## src/design/mwsm_pkg.sv

```systemverilog
package mwsm_pkg;

   localparam int SPEED_W = 16;
   localparam int LIMIT_W = 15;
   localparam int RATIO_W = 32;
   localparam int MAG_W = 16;
   localparam int WHEELS = 4;
   localparam int DEF_RATIO_FRAC_BITS = 24;

   // Front pipeline depth in register stages, and the request queue between the halves.
   localparam int FRONT_LAT = 6;
   localparam int QUEUE_DEPTH = 8;
   localparam int PTR_W = $clog2(QUEUE_DEPTH);
   localparam int COUNT_W = $clog2(QUEUE_DEPTH + 1);

   localparam int ADDR_W = 5;
   localparam logic [2:0] REG_LIMIT_FORWARD = 3'd0;
   localparam logic [2:0] REG_LIMIT_SIDEWAYS = 3'd1;
   localparam logic [2:0] REG_LIMIT_TURN = 3'd2;
   localparam logic [2:0] REG_LIMIT_WHEEL_RPM = 3'd3;
   localparam logic [2:0] REG_TURN_GAIN_FRONT = 3'd4;
   localparam logic [2:0] REG_TURN_GAIN_BACK = 3'd5;
   localparam logic [2:0] REG_RPM_PER_SPEED = 3'd6;

   localparam logic [LIMIT_W-1:0] LIMIT_FORWARD_RESET = 15'd3500;
   localparam logic [LIMIT_W-1:0] LIMIT_SIDEWAYS_RESET = 15'd3500;
   localparam logic [LIMIT_W-1:0] LIMIT_TURN_RESET = 15'd300;
   localparam logic [LIMIT_W-1:0] LIMIT_WHEEL_RPM_RESET = 15'd8500;

   typedef struct packed {
      logic [LIMIT_W-1:0] limit_forward;
      logic [LIMIT_W-1:0] limit_sideways;
      logic [LIMIT_W-1:0] limit_turn;
      logic [LIMIT_W-1:0] limit_wheel_rpm;
      logic [RATIO_W-1:0] turn_gain_front;
      logic [RATIO_W-1:0] turn_gain_back;
      logic [RATIO_W-1:0] rpm_per_speed;
   } cfg_type;

   // One mixed request: saturated wheel magnitudes with signs, their maximum,
   // and whether the back half must rescale them.
   typedef struct packed {
      logic [WHEELS-1:0] neg;
      logic [WHEELS-1:0][MAG_W-1:0] mag;
      logic [MAG_W-1:0] maxm;
      logic scale;
   } wheel_item_type;

endpackage

```

## src/design/mwsm_queue.sv

```systemverilog
module mwsm_queue (
   input  logic clock,
   input  logic reset,
   input  logic push,
   input  mwsm_pkg::wheel_item_type push_item,
   input  logic pop,
   output mwsm_pkg::wheel_item_type pop_item,
   output logic pop_valid,
   output logic almost_full
);
   import mwsm_pkg::*;

   wheel_item_type mem_ff [QUEUE_DEPTH];
   wheel_item_type pop_item_ff;
   logic pop_valid_ff;
   logic [PTR_W-1:0] wr_ptr_ff, rd_ptr_ff;
   logic [COUNT_W-1:0] count_ff, count_in;
   logic do_pop;

   assign do_pop = pop && (count_ff != '0);
   // A popped request is read out of the memory into a register and is valid in the cycle after the pop.
   assign pop_valid = pop_valid_ff;
   assign pop_item = pop_item_ff;
   // Leave room for every request still travelling through the front pipeline.
   assign almost_full = (count_ff >= COUNT_W'(QUEUE_DEPTH - FRONT_LAT));

   always_comb begin
      count_in = count_ff;
      if (push && !do_pop) begin
         count_in = count_ff + 1'b1;
      end else if (!push && do_pop) begin
         count_in = count_ff - 1'b1;
      end
   end

   always_ff @(posedge clock) begin
      if (reset) begin
         wr_ptr_ff <= '0;
         rd_ptr_ff <= '0;
         count_ff <= '0;
         pop_valid_ff <= 1'b0;
      end else begin
         count_ff <= count_in;
         pop_valid_ff <= do_pop;
         if (push) begin
            wr_ptr_ff <= wr_ptr_ff + 1'b1;
         end
         if (do_pop) begin
            rd_ptr_ff <= rd_ptr_ff + 1'b1;
         end
      end
   end

   always_ff @(posedge clock) begin
      if (push) begin
         mem_ff[wr_ptr_ff] <= push_item;
      end
      if (do_pop) begin
         pop_item_ff <= mem_ff[rd_ptr_ff];
      end
   end

   a_no_overflow: assert property (@(posedge clock) disable iff (reset)
      !(push && !do_pop && (count_ff == COUNT_W'(QUEUE_DEPTH))))
      else $error("request queue overflow");

   a_count_tracks: assert property (@(posedge clock) disable iff (reset)
      (push && !do_pop) |=> (count_ff == $past(count_ff) + 1'b1))
      else $error("queue count did not follow a push");

endmodule

```

## config.mk

```make
export PLATFORM = sky130hd
export DESIGN_NAME = mwsm_queue
export DESIGN_NICKNAME = d
export VERILOG_FILES = /design/src/design/mwsm_pkg.sv /design/src/design/mwsm_queue.sv
export SDC_FILE = /design/constraint.sdc
export NUM_CORES = 1
export LEC_CHECK = 0
export BUFFER_PORTS_ARGS = -buffer_cell sky130_fd_sc_hd__buf_2
export CORE_MARGIN = 8
export CORE_UTILIZATION = 40
export DETAILED_ROUTE_END_ITERATION = 10
export MAX_ROUTING_LAYER = met4
export PLACE_DENSITY = 0.62
export SLEW_MARGIN = 20
export SYNTH_ARGS = -nofsm -noshare
export SYNTH_HDL_FRONTEND = slang
export SYNTH_SLANG_ARGS = --single-unit
```

## constraint.sdc

```tcl
create_clock -name clock -period 10.3 [get_ports clock]
set_input_delay 0.515 -clock clock [delete_from_list [all_inputs] [get_ports clock]]
set_output_delay 0.515 -clock clock [all_outputs]
set_load 0.05 [all_outputs]
```

==> summary.md, run 1 <==
| Metric | Value |
|---|---|
| Post-layout nets | `between 1000 and 1500` |
| Synthesized net count | `1231` |
| Relative slew slack | `0.3083` |
| Floorplan core area | `around 71000 sq um` |
| ANT nets after route | `0` |
| Gpl congestion | `around 0.68` |
| Library cell used as clock root buffer | `sky130_fd_sc_hd__clkbuf_16` |
| Gr busiest metal | `met2` |
| Worst slack on hold paths | `166.1 ps` |
| Placed cell areas | `~30000 sq um` |
| Dpl hpwl | `between 30 and 40 mm` |
| First-pass iteration count of the detailed router | `4` |
| Leak pwr | `between 10 and 15 nW` |
| Die Wd | `283.4 um` |
| Synth Area in XOR/XNOR | `0.001837` |
| Non-filler cells, final | `2383` |
| Result of the run | `finished clean` |
| Fraction of synthesized area in multiplexers | `0.1684` |
| Total Routing Usage GR | `0.1480` |
| Combinational family with the most area after synthesis | `multiplexers` |
| Number of synthesized register bits | `776` |
| Ordered cell list for the critical path | `nand2_1 > nor2_4 > buf_4 > buf_4` |
| Clock Skews | `around 29 ps` |
| Fraction of the mapped netlist area in compound gates | `0.001181` |
| Final number of setup-violating endpoints | `0` |
| Number of rows in the core area | `98` |
| Global-route met1 utilization | `0.1807` |
| Final worst setup slack | `between 7000 and 8000 ps` |
| Vias | `between 10000 and 15000` |
| Placed cell count | `between 2000 and 2500` |
| Ratio of routed vias to standard cells | `a little over 5` |
| Overall routed net length | `58.33 mm` |
| Overall power | `8.163 mW` |
| Vertical die dimension | `283.4 um` |
| CTS resizes | `0` |
| Global route total overflow | `0` |
| Initial Utilization | `0.4022` |
| Per-instance average area after synthesis | `about 25 sq um` |
| Port-buffer cells | `175` |
| CTS buffer count | `between 70 and 80` |
| Via count of the first global-routing pass | `13270` |
| Max Clock Freq | `around 340 MHz` |
| Yosys warnings | `0` |
| Unrepaired setup endpoints after global routing | `false` |
| Clock tree from TritonCTS | `yes` |
| Number of unique standard cell types used by synthesis | `26` |
| Top-level I/O count | `176` |
| Post-route cell area | `~33000 sq um` |
| Post-Syn Instances | `about 1100` |
| Number of sinks driven by the clock tree | `776` |
| Startpoint kind of the worst setup timing path | `flip-flop` |
| VDD IR max | `approximately 0.17 mV` |
| Worst-case setup slack after placement | `between 6000 and 7000 ps` |
| Maximum buffer depth of the clock tree | `3` |
| Post-DR wirelength/cell | `approximately 24 um` |
| Max incr delay on CP | `around 650 ps` |
| Growth of design area from synthesis to finish | `15.39%` |
| Power density relative to cell area | `between 200 and 250 nW/um^2` |
| Ratio of cells with drive above 1 in the final layout | `0.3948` |
| GR Layer Usage met2 | `0.2480` |
| Maximum fanout along the worst path | `42` |
| Clock latency on the worst-skew pair | `~620 ps` |
| Full die area | `approximately 80000 sq um` |
| Register area share after synthesis | `0.8107` |
| Max-cap violations | `0` |
| Hold_buf cts | `0` |
| Total negative setup slack | `0 ps` |
| Met3 track utilization from global routing | `0.03690` |
| Number of pins exceeding their max-slew limit in the final report | `0` |
| Post-CTS setup repair buffer count | `0` |
| First-iteration detailed-routing DRC count | `917` |
| Number of antenna violations at the first check in global routing | `20` |
| Synthesized-area fraction occupied by adder cells | `0.002887` |
| Drt drc | `0` |
| Largest net degree at the start of global routing | `130` |
| Actual slew at the worst max-slew pin | `a little over 1000 ps` |
| Clock transition at path regs | `about 60 ps` |
| Final core utilization | `0.4641` |
| Worst Hold Class | `input port to flip-flop` |
| R2r worst-path depth | `4` |
| Minimum period implied by the final worst setup slack | `around 3000 ps` |
| Synthesized-area fraction occupied by and/or/nand/nor cells | `0.004768` |
| Cell area after synthesis | `approximately 29000 sq um` |
| Fraction of the cycle the final worst path needs | `0.2878` |
| Number of fillers in the final layout | `5855` |
| Worst path most repeated cell | `sky130_fd_sc_hd__buf_4` |
| CTS H-tree lvls | `3` |
| Kind of end point of the critical path | `flip-flop` |
| Crit Path Class | `flip-flop to flip-flop` |
| Critical Path Slowest Stage Cell | `sky130_fd_sc_hd__buf_4` |
| Final-report hold violation count | `0` |
| Worst Hold Depth | `1` |
| Crit path arrival time | `between 3000 and 4000 ps` |
| Data required time of the worst path | `10530 ps` |
| Wire length of the first global-routing pass | `approximately 90 mm` |
-- final cells by class --
class                   instances  area (sq um)  share of cell area
well taps                     950          1189             0.03601
multi-input cells             308          5177              0.1569
clock inverters                40         299.0            0.009060
diodes                         12         30.03           0.0009097
repair buffers                196          1059             0.03207
flip-flops and latches        776         23200              0.7030
clock buffers                  99          2041             0.06182
inverters                       2         10.01           0.0003032
-- final timing paths --
check	start	to	slack (ps)
setup / recovery	wr_ptr_ff[0]$_SDFFE_PP0P_	mem_ff[3][57]$_DFFE_PP_	7340
hold / removal	push_item[65]	mem_ff[0][65]$_DFFE_PP_	170
setup reg to reg	wr_ptr_ff[0]$_SDFFE_PP0P_	mem_ff[3][57]$_DFFE_PP_	7340
hold reg to reg	count_ff[2]$_SDFFE_PP0P_	count_ff[2]$_SDFFE_PP0P_	530
-- sequential cells by signal, indices dropped and copies added, names as in the netlist --
name       count
mem_ff       680
wr_ptr_ff      3
rd_ptr_ff      3
pop_item      85
count_ff       4
pop_valid      1
-- report_power, final --
group	switching, mW	internal, mW
clock	1.13	1.50
sequential	0.135	3.75
combinational	0.978	0.673
total	2.24	5.92
-- critical path, delay by kind of cell (launching register included) --
family	cells	cell delay, ps
buffers and inverters	2	1200
DFF	1	480
and+or+nand+nor	2	770
-- cell usage after synthesis --
cell type	number	area, sq um
sky130_fd_sc_hd__a211oi_1	1	7.510
sky130_fd_sc_hd__nand2b_1	3	18.77
sky130_fd_sc_hd__fa_1	1	20.02
sky130_fd_sc_hd__mux2i_1	2	20.02
sky130_fd_sc_hd__edfxtp_1	765	22970
sky130_fd_sc_hd__mux2_2	86	968.4
sky130_fd_sc_hd__buf_1	1	3.750
sky130_fd_sc_hd__nand3_1	1	5.000
sky130_fd_sc_hd__o21ai_1	1	5.000
sky130_fd_sc_hd__dfxtp_1	11	220.2
sky130_fd_sc_hd__xnor2_1	3	26.28
sky130_fd_sc_hd__a21oi_1	3	15.01
sky130_fd_sc_hd__xor2_1	3	26.28
sky130_fd_sc_hd__nand2_1	6	22.52
sky130_fd_sc_hd__mux4_2	170	3829
sky130_fd_sc_hd__clkbuf_1	22	82.58
sky130_fd_sc_hd__nor3_1	2	10.01
sky130_fd_sc_hd__nor2_1	18	67.56
sky130_fd_sc_hd__or3_1	1	6.260
sky130_fd_sc_hd__inv_1	1	3.750
sky130_fd_sc_hd__buf_2	17	85.08
sky130_fd_sc_hd__inv_2	1	3.750
sky130_fd_sc_hd__ha_1	5	62.56
sky130_fd_sc_hd__buf_6	10	112.6
sky130_fd_sc_hd__a31oi_1	1	6.260
sky130_fd_sc_hd__nor2b_1	1	6.260
-- kinds of logic after synthesis --
family          count (synthesis)
simple gates                   32
flops                         776
xor+xnor                        6
mux                           258
compound gates                  6
fa+ha+maj                       6
buf+inv                        52
-- cell usage in the layout, fill, tap and decap left out, drive strengths merged, types with 4 or more instances in the layout --
cell type | Yosys | final
edfxtp | 765 | 765
mux4 | 170 | 170
dfxtp | 11 | 11
nand2 | 6 | 6
bufinv | 0 | 4
inv | 2 | 6
ha | 5 | 5
clkinv | 0 | 32
buf | 28 | 196
mux2 | 86 | 86
clkbuf | 22 | 99
nor2 | 18 | 18
diode | 0 | 12
-- metal layers --
metal  wire (um)  up-vias
met1       24490     6597
met4        1023        0
met2       30070      254
li1            -     5303
met5           0        -
met3        2748       92
(Power assumes the default switching activity.)
==> run 2: changes to the inputs <==
==> constraint.sdc (replaced) <==
create_clock -name clock -period 2.9 [get_ports clock]
set_input_delay 0.145 -clock clock [delete_from_list [all_inputs] [get_ports clock]]
set_output_delay 0.145 -clock clock [all_outputs]
set_load 0.05 [all_outputs]
==> summary.md, run 2 (synthesis gave the netlist of run 1 again) <==
| Metric | Value |
|---|---|
| Result of the run | `finished clean` |
| Worst-case setup slack after placement | `473.7 ps (-6520 ps)` |
| CTS buffer count | `81 (+6.6%)` |
| Number of stages on the worst setup path | `9 (+5)` |
| Worst setup path startpoint | `count_ff[1]$_SDFFE_PP0P_` |
| Final-report hold violation count | `0 (unchanged)` |
| Via count of the first global-routing pass | `13910 (+4.9%)` |
| Global route total overflow | `0 (unchanged)` |
| Gpl congestion | `0.7032 (+3.3%)` |
| Flip-flop count of the largest register, all copies and words added | `680 (unchanged)` |
| Met3 wirelength from detailed routing | `2.395 mm (-13%)` |
| Post-DR wirelength/cell | `23.48 um (-4.1%)` |
| Clock Skews | `14.26 ps (-14.40 ps)` |
| Vertical die dimension | `283.4 um (unchanged)` |
| Worst setup path end | `count_ff[3]$_SDFFE_PP0P_` |
| Total Routing Usage GR | `0.1494 (+0.001415)` |
| Maximum fanout along the worst path | `4 (-90%)` |
| Ratio of cells with drive above 1 in the final layout | `0.3886 (-0.006158)` |
| Critical Path Slowest Stage Cell | `sky130_fd_sc_hd__or3_1` |
| Relative contribution of sequential cells to total power | `0.455 (-0.021)` |
| Crit Path Class | `flip-flop to flip-flop` |
| Number of buffers and inverters on the critical path | `1 (-1)` |
| Overall routed net length | `58.36 mm (about the same)` |
| Fraction of the cycle the final worst path needs | `0.8541 (+0.5663)` |
| CTS resizes | `0 (unchanged)` |
| Vias | `12640 (+3.2%)` |
| Relative slew slack | `0.5556 (+0.2474)` |
| Data required time of the worst path | `3390 ps (-7140 ps)` |
| Fraction of power spent switching nets | `0.2690 (-0.005572)` |
| Ratio of routed vias to standard cells | `5.086 (-1.0%)` |
| Sequential cell area | `23210 sq um (about the same)` |
| Final number of setup-violating endpoints | `0 (unchanged)` |
| R2r worst-path depth | `9 (+5)` |
| Kind of cell with the highest combined delay on the critical path | `compound AO/OA/AOI/OAI gates` |
| Register containing the most flip-flops in the final layout | `mem_ff` |
| CTS H-tree lvls | `3 (unchanged)` |
| Worst setup slack for register-to-register paths | `420 ps (-6910 ps)` |
| Portion of total power attributed to the clock network | `0.335 (+0.013)` |
| Number of rows in the core area | `98 (unchanged)` |
| Placed cell areas | `31020 sq um (+1.2%)` |
| Max incr delay on CP | `370 ps (-280 ps)` |
| VDD IR max | `0.5340 mV (+210%)` |
| Number of sinks driven by the clock tree | `776 (unchanged)` |
| Worst path most repeated cell | `sky130_fd_sc_hd__ha_1` |
| Initial Utilization | `0.4022 (unchanged)` |
| Floorplan core area | `71120 sq um (unchanged)` |
| First-iteration detailed-routing DRC count | `769 (-16%)` |
| Clock transition at path regs | `60 ps (about the same)` |
| Drt drc | `0 (unchanged)` |
| Maximum buffer depth of the clock tree | `3 (unchanged)` |
| Number of antenna violations at the first check in global routing | `5 (-75%)` |
| Max-cap violations | `0 (unchanged)` |
| Actual slew at the worst max-slew pin | `666.5 ps (-371.0 ps)` |
| Dpl hpwl | `30.28 mm (-3.8%)` |
| Switching power summed over all nets | `8.054 mW (+260%)` |
| Kind of end point of the critical path | `flip-flop` |
| Worst Hold Class | `input port to flip-flop` |
| Max Clock Freq | `403.7 MHz (+20%)` |
| Final worst setup slack | `423.2 ps (-6913 ps)` |
| Minimum period implied by the final worst setup slack | `2477 ps (-487.4 ps)` |
| Growth of design area from synthesis to finish | `20.63%` |
| Most frequent cells in the layout | `765 x sky130_fd_sc_hd__edfxtp_1, 175 x sky130_fd_sc_hd__buf_2, 170 x sky130_fd_sc_hd__mux4_2` |
| Detailed-routing wirelength on met1 | `24.76 mm (+1.1%)` |
| Post-layout nets | `1562 (+7.4%)` |
| Full die area | `80330 sq um (unchanged)` |
| ANT nets after route | `0 (unchanged)` |
| Clock tree from TritonCTS | `yes` |
| Post-route cell area | `34510 sq um (+4.5%)` |
| Die Wd | `283.4 um (unchanged)` |
| Proportion of power drawn by combinational gates | `0.210 (+0.008)` |
| Top sig layer | `met4` |
| Startpoint kind of the worst setup timing path | `flip-flop` |
| End of the worst register-to-register path | `count_ff[3]$_SDFFE_PP0P_` |
| Most common library cell in the layout ignoring fill and taps | `sky130_fd_sc_hd__edfxtp_1` |
| Area of the multi-input gates | `5205 sq um (+0.53%)` |
| Number of pins exceeding their max-slew limit in the final report | `0 (unchanged)` |
| Port-buffer cells | `175 (unchanged)` |
| Detailed-routed wire length on met2 | `30.14 mm (+0.23%)` |
| Crit path arrival time | `2970 ps (-220 ps)` |
| P_int | `21.89 mW (+270%)` |
| Unrepaired setup endpoints after global routing | `false` |
| Leak pwr | `11.03 nW (+6.2%)` |
| Largest net degree at the start of global routing | `61 (-53%)` |
| First-pass iteration count of the detailed router | `4 (unchanged)` |
| Power density relative to cell area | `867.6 nW/um^2 (+250%)` |
| Number of fillers in the final layout | `5782 (-1.2%)` |
| Library cell used as clock root buffer | `sky130_fd_sc_hd__clkbuf_16` |
| Wire length of the first global-routing pass | `88.38 mm (+1.1%)` |
| Worst flop-to-flop path startpoint | `count_ff[1]$_SDFFE_PP0P_` |
| Ordered cell list for the critical path | `or3_1 > o21ai_1 > ha_1 > inv_1 > ha_1 > a21oi_1 > a211oi_1 > a31oi_1 > mux2_2` |
| Top-level I/O count | `176 (unchanged)` |
| Clock latency on the worst-skew pair | `600 ps (-20 ps)` |
## run 2: cell types whose count changed in the layout (fill, tap and decap cells not counted), moves of 3 or more
cell                            previous run  this run
sky130_fd_sc_hd__buf_12                    2        22
sky130_fd_sc_hd__clkbuf_1                 20        13
sky130_fd_sc_hd__buf_4                    19        12
sky130_fd_sc_hd__bufinv_16                 4         7
sky130_fd_sc_hd__clkinv_2                  9        16
sky130_fd_sc_hd__dlygate4sd3_1             0        89
sky130_fd_sc_hd__clkbuf_16                78        85
sky130_fd_sc_hd__diode_2                  12         4
## run 2: worst min-delay path by stage
stage             startpoint                 endpoint  slack [ps]  depth (start not counted)
6_report       push_item[13]  mem_ff[7][13]$_DFFE_PP_         350                          2
5_1_grt        push_item[72]  mem_ff[6][72]$_DFFE_PP_         340                          2
4_1_cts        push_item[20]  mem_ff[4][20]$_DFFE_PP_         290                          2
3_5_place_dp   push_item[74]  mem_ff[0][74]$_DFFE_PP_         420                          1
3_3_place_gp    push_item[1]   mem_ff[1][1]$_DFFE_PP_         400                          1
2_1_floorplan   push_item[0]   mem_ff[0][0]$_DFFE_PP_         240                          0
## run 2: repair_timing
action | CTS | global route
hold buffers | 89 | 0
setup buffers | 0 | 0
setup endpoints to repair | 0 | 0
hold endpoints to repair | 691 | 0
## run 2: routing by layer
metal	GRT usage	up-vias
li1	-	5526
met1	0.1859	6798
met2	0.2536	227
met3	0.02657	87
met4	0.03895	0
met5	-	-
## run 2: cell type report
type	instances	area share
Timing Repair Buffer	298	0.06657
Clock buffer	98	0.06305
Clock inverter	49	0.01204
Tap cell	950	0.03445
Inverter	2	0.0002901
Antenna cell	4	0.0002901
Multi-Input combinational cell	308	0.1508
Sequential cell	776	0.6725
## run 2: power by group through the flow
stage          clock, mW  combinational [mW]  sequential, mW
2_1_floorplan          0                3.45            15.1
5_1_grt             10.7                6.74            13.7
6_report            10.0                6.29            13.6
3_3_place_gp           0                6.29            13.8
3_5_place_dp           0                6.34            13.9
4_1_cts             10.4                6.47            13.6
## run 2: per-stage QoR
stage          instances  total power, mW  utilization  hold slack, ps  TNS, ps
3_5_place_dp        2245            20.20       0.4361           417.2        0
6_report            2485            29.94       0.4852           348.7        0
5_1_grt             2485            31.15       0.4852           336.4        0
4_1_cts             2481            30.46       0.4851           292.7        0
2_1_floorplan       1136            18.58            -           243.9  -135130
3_3_place_gp        2245            20.14       0.4361           404.2        0
==> run 3: changes to the inputs <==
--- a/config.mk
+++ b/config.mk
@@ -7,10 +7,11 @@
 export LEC_CHECK = 0
 export BUFFER_PORTS_ARGS = -buffer_cell sky130_fd_sc_hd__buf_2
 export CORE_MARGIN = 8
-export CORE_UTILIZATION = 40
+export CORE_UTILIZATION = 50
 export DETAILED_ROUTE_END_ITERATION = 10
 export MAX_ROUTING_LAYER = met4
-export PLACE_DENSITY = 0.62
+export PLACE_DENSITY = 0.74
+export REMOVE_ABC_BUFFERS = 1
 export SLEW_MARGIN = 20
 export SYNTH_ARGS = -nofsm -noshare
 export SYNTH_HDL_FRONTEND = slang
==> summary.md, run 3 (synthesis gave the netlist of run 1 again) <==
| Metric | Value |
|---|---|
| Fraction of the cycle the final worst path needs | `0.9113 (+0.05726)` |
| Library cell used as clock root buffer | `sky130_fd_sc_hd__clkbuf_16` |
| Flip-flop count of the largest register, all copies and words added | `680 (unchanged)` |
| Startpoint kind of the worst setup timing path | `flip-flop` |
| Post-layout nets | `1552 (-0.64%)` |
| Global route total overflow | `0 (unchanged)` |
| CTS buffer count | `77 (-4.9%)` |
| Final number of setup-violating endpoints | `0 (unchanged)` |
| Result of the run | `finished clean` |
| Growth of design area from synthesis to finish | `18.63%` |
| First-iteration detailed-routing DRC count | `1043 (+36%)` |
| Vertical die dimension | `255.2 um (-10%)` |
| Crit path arrival time | `3120 ps (+150 ps)` |
| Number of rows in the core area | `87 (-11%)` |
| Worst setup path end | `count_ff[3]$_SDFFE_PP0P_` |
| Final worst setup slack | `257.1 ps (-166.1 ps)` |
| Ratio of cells with drive above 1 in the final layout | `0.3811 (-0.007525)` |
| Unrepaired setup endpoints after global routing | `false` |
| Via count of the first global-routing pass | `13700 (-1.5%)` |
| Number of pins exceeding their max-slew limit in the final report | `0 (unchanged)` |
| Largest net degree at the start of global routing | `98 (+61%)` |
| Maximum buffer depth of the clock tree | `3 (unchanged)` |
| Worst slack on hold paths | `347.4 ps (-1.304 ps)` |
| Number of sinks driven by the clock tree | `776 (unchanged)` |
| End of the worst register-to-register path | `count_ff[3]$_SDFFE_PP0P_` |
| Final-report hold violation count | `0 (unchanged)` |
| Worst flop-to-flop path startpoint | `count_ff[1]$_SDFFE_PP0P_` |
| R2r worst-path depth | `9 (unchanged)` |
| Clock Skews | `13.39 ps (-0.8699 ps)` |
| Maximum fanout along the worst path | `4 (unchanged)` |
| Post-DR wirelength/cell | `24.56 um (+4.6%)` |
| Port-buffer cells | `175 (unchanged)` |
| Clock tree from TritonCTS | `yes` |
| Gpl congestion | `0.7489 (+6.5%)` |
| Top-level I/O count | `176 (unchanged)` |
| Most frequent cells in the layout | `765 x sky130_fd_sc_hd__edfxtp_1, 175 x sky130_fd_sc_hd__buf_2, 170 x sky130_fd_sc_hd__mux4_2` |
| Overall routed net length | `55.99 mm (-4.1%)` |
| Drt drc | `0 (unchanged)` |
| Max Clock Freq | `378.4 MHz (-6.3%)` |
| Full die area | `65120 sq um (-19%)` |
| Number of antenna violations at the first check in global routing | `10 (+5)` |
| Post-CTS setup repair buffer count | `0 (unchanged)` |
| Minimum period implied by the final worst setup slack | `2643 ps (+166.0 ps)` |
| Relative slew slack | `0.4904 (-0.06523)` |
| Leak pwr | `10.86 nW (-1.5%)` |
| VDD IR max | `0.4978 mV (-6.8%)` |
| Ratio of routed vias to standard cells | `5.598 (+10%)` |
| Worst setup path startpoint | `count_ff[1]$_SDFFE_PP0P_` |
| ANT nets after route | `0 (unchanged)` |
| Worst Hold Class | `input port to flip-flop` |
| Max-cap violations | `0 (unchanged)` |
| Placed cell areas | `30650 sq um (-1.2%)` |
| Post-route cell area | `33940 sq um (-1.7%)` |
| Floorplan core area | `56500 sq um (-21%)` |
| Register containing the most flip-flops in the final layout | `mem_ff` |
| Power density relative to cell area | `860.7 nW/um^2 (-0.79%)` |
| Worst setup slack for register-to-register paths | `260 ps (-170 ps)` |
| Crit Path Class | `flip-flop to flip-flop` |
| Initial Utilization | `0.5063 (+0.1041)` |
| Vias | `12760 (+0.99%)` |
| Kind of end point of the critical path | `flip-flop` |
| Data required time of the worst path | `3380 ps (about the same)` |
| Total Routing Usage GR | `0.1783 (+0.02889)` |
| Wire length of the first global-routing pass | `83.43 mm (-5.6%)` |
| CTS H-tree lvls | `3 (unchanged)` |
| First-pass iteration count of the detailed router | `5 (+1)` |
| Dpl hpwl | `28.03 mm (-7.4%)` |
| Worst-case setup slack after placement | `351.9 ps (-121.8 ps)` |
| Actual slew at the worst max-slew pin | `764.4 ps (+97.84 ps)` |
| Most common library cell in the layout ignoring fill and taps | `sky130_fd_sc_hd__edfxtp_1` |
| Clock latency on the worst-skew pair | `600 ps (about the same)` |
| Die Wd | `255.2 um (-10%)` |
| Clock transition at path regs | `60 ps (about the same)` |
[run 3: metal layers]
metal | track usage | vias up | share of wire
met4 | 0.05216 | 0 | 0.021
met3 | 0.03949 | 88 | 0.062
met1 | 0.2266 | 6802 | 0.41
met5 | - | - | 0
met2 | 0.2897 | 374 | 0.50
li1 | - | 5499 | -
[run 3: critical path, stage by stage, from the launching register on]
cell	delay (ps)
sky130_fd_sc_hd__dfxtp_1	360
sky130_fd_sc_hd__or3_1	390
sky130_fd_sc_hd__o21ai_1	200
sky130_fd_sc_hd__ha_1	220
sky130_fd_sc_hd__inv_1	110
sky130_fd_sc_hd__ha_1	340
sky130_fd_sc_hd__a21oi_1	230
sky130_fd_sc_hd__a211oi_1	130
sky130_fd_sc_hd__a31oi_1	210
sky130_fd_sc_hd__mux2_2	350
[run 3: worst min-delay path by stage]
stage / slack, ps / cells past startpoint / startpoint / to
after global routing: 330 / 2 / push_item[68] / mem_ff[0][68]$_DFFE_PP_
after detailed placement: 410 / 1 / push_item[79] / mem_ff[2][79]$_DFFE_PP_
after CTS: 300 / 2 / push_item[46] / mem_ff[4][46]$_DFFE_PP_
final: 350 / 2 / push_item[46] / mem_ff[4][46]$_DFFE_PP_
after floorplan: 210 / 1 / reset / rd_ptr_ff[1]$_SDFFE_PP0P_
after global placement: 400 / 1 / push_item[1] / mem_ff[1][1]$_DFFE_PP_
[run 3: report_power, final]
part | total [mW] | switching (mW) | internal, mW
clock | 9.38 | 3.98 | 5.40
sequential | 13.6 | 0.297 | 13.3
combinational | 6.23 | 3.63 | 2.59
[run 3: layout make-up]
| cell class | instances | area [sq um] |
|---|---|---|
| flip-flops and latches | 776 | 23200 |
| fillers | 3821 | 22560 |
| multi-input cells | 308 | 5177 |
| repair buffers | 292 | 2202 |
| clock buffers | 96 | 2019 |
| well taps | 756 | 945.9 |
| clock inverters | 40 | 352.8 |
| diodes | 10 | 25.02 |
| inverters | 2 | 10.01 |
[run 3: what timing repair did]
item,4_1_cts,5_1_grt
resized for setup,0,0
hold buffers,89,0
hold endpoints to repair,691,0
[run 3: stage by stage]
step	util	total power [mW]	cells	TNS (ps)
global placement	0.5425	19.95	2045	0
CTS	0.6002	29.58	2270	0
finish	0.6007	29.21	2280	0
global route	0.6007	30.28	2280	0
floorplan	-	17.33	1086	-1999330
detailed placement	0.5425	20.05	2045	0
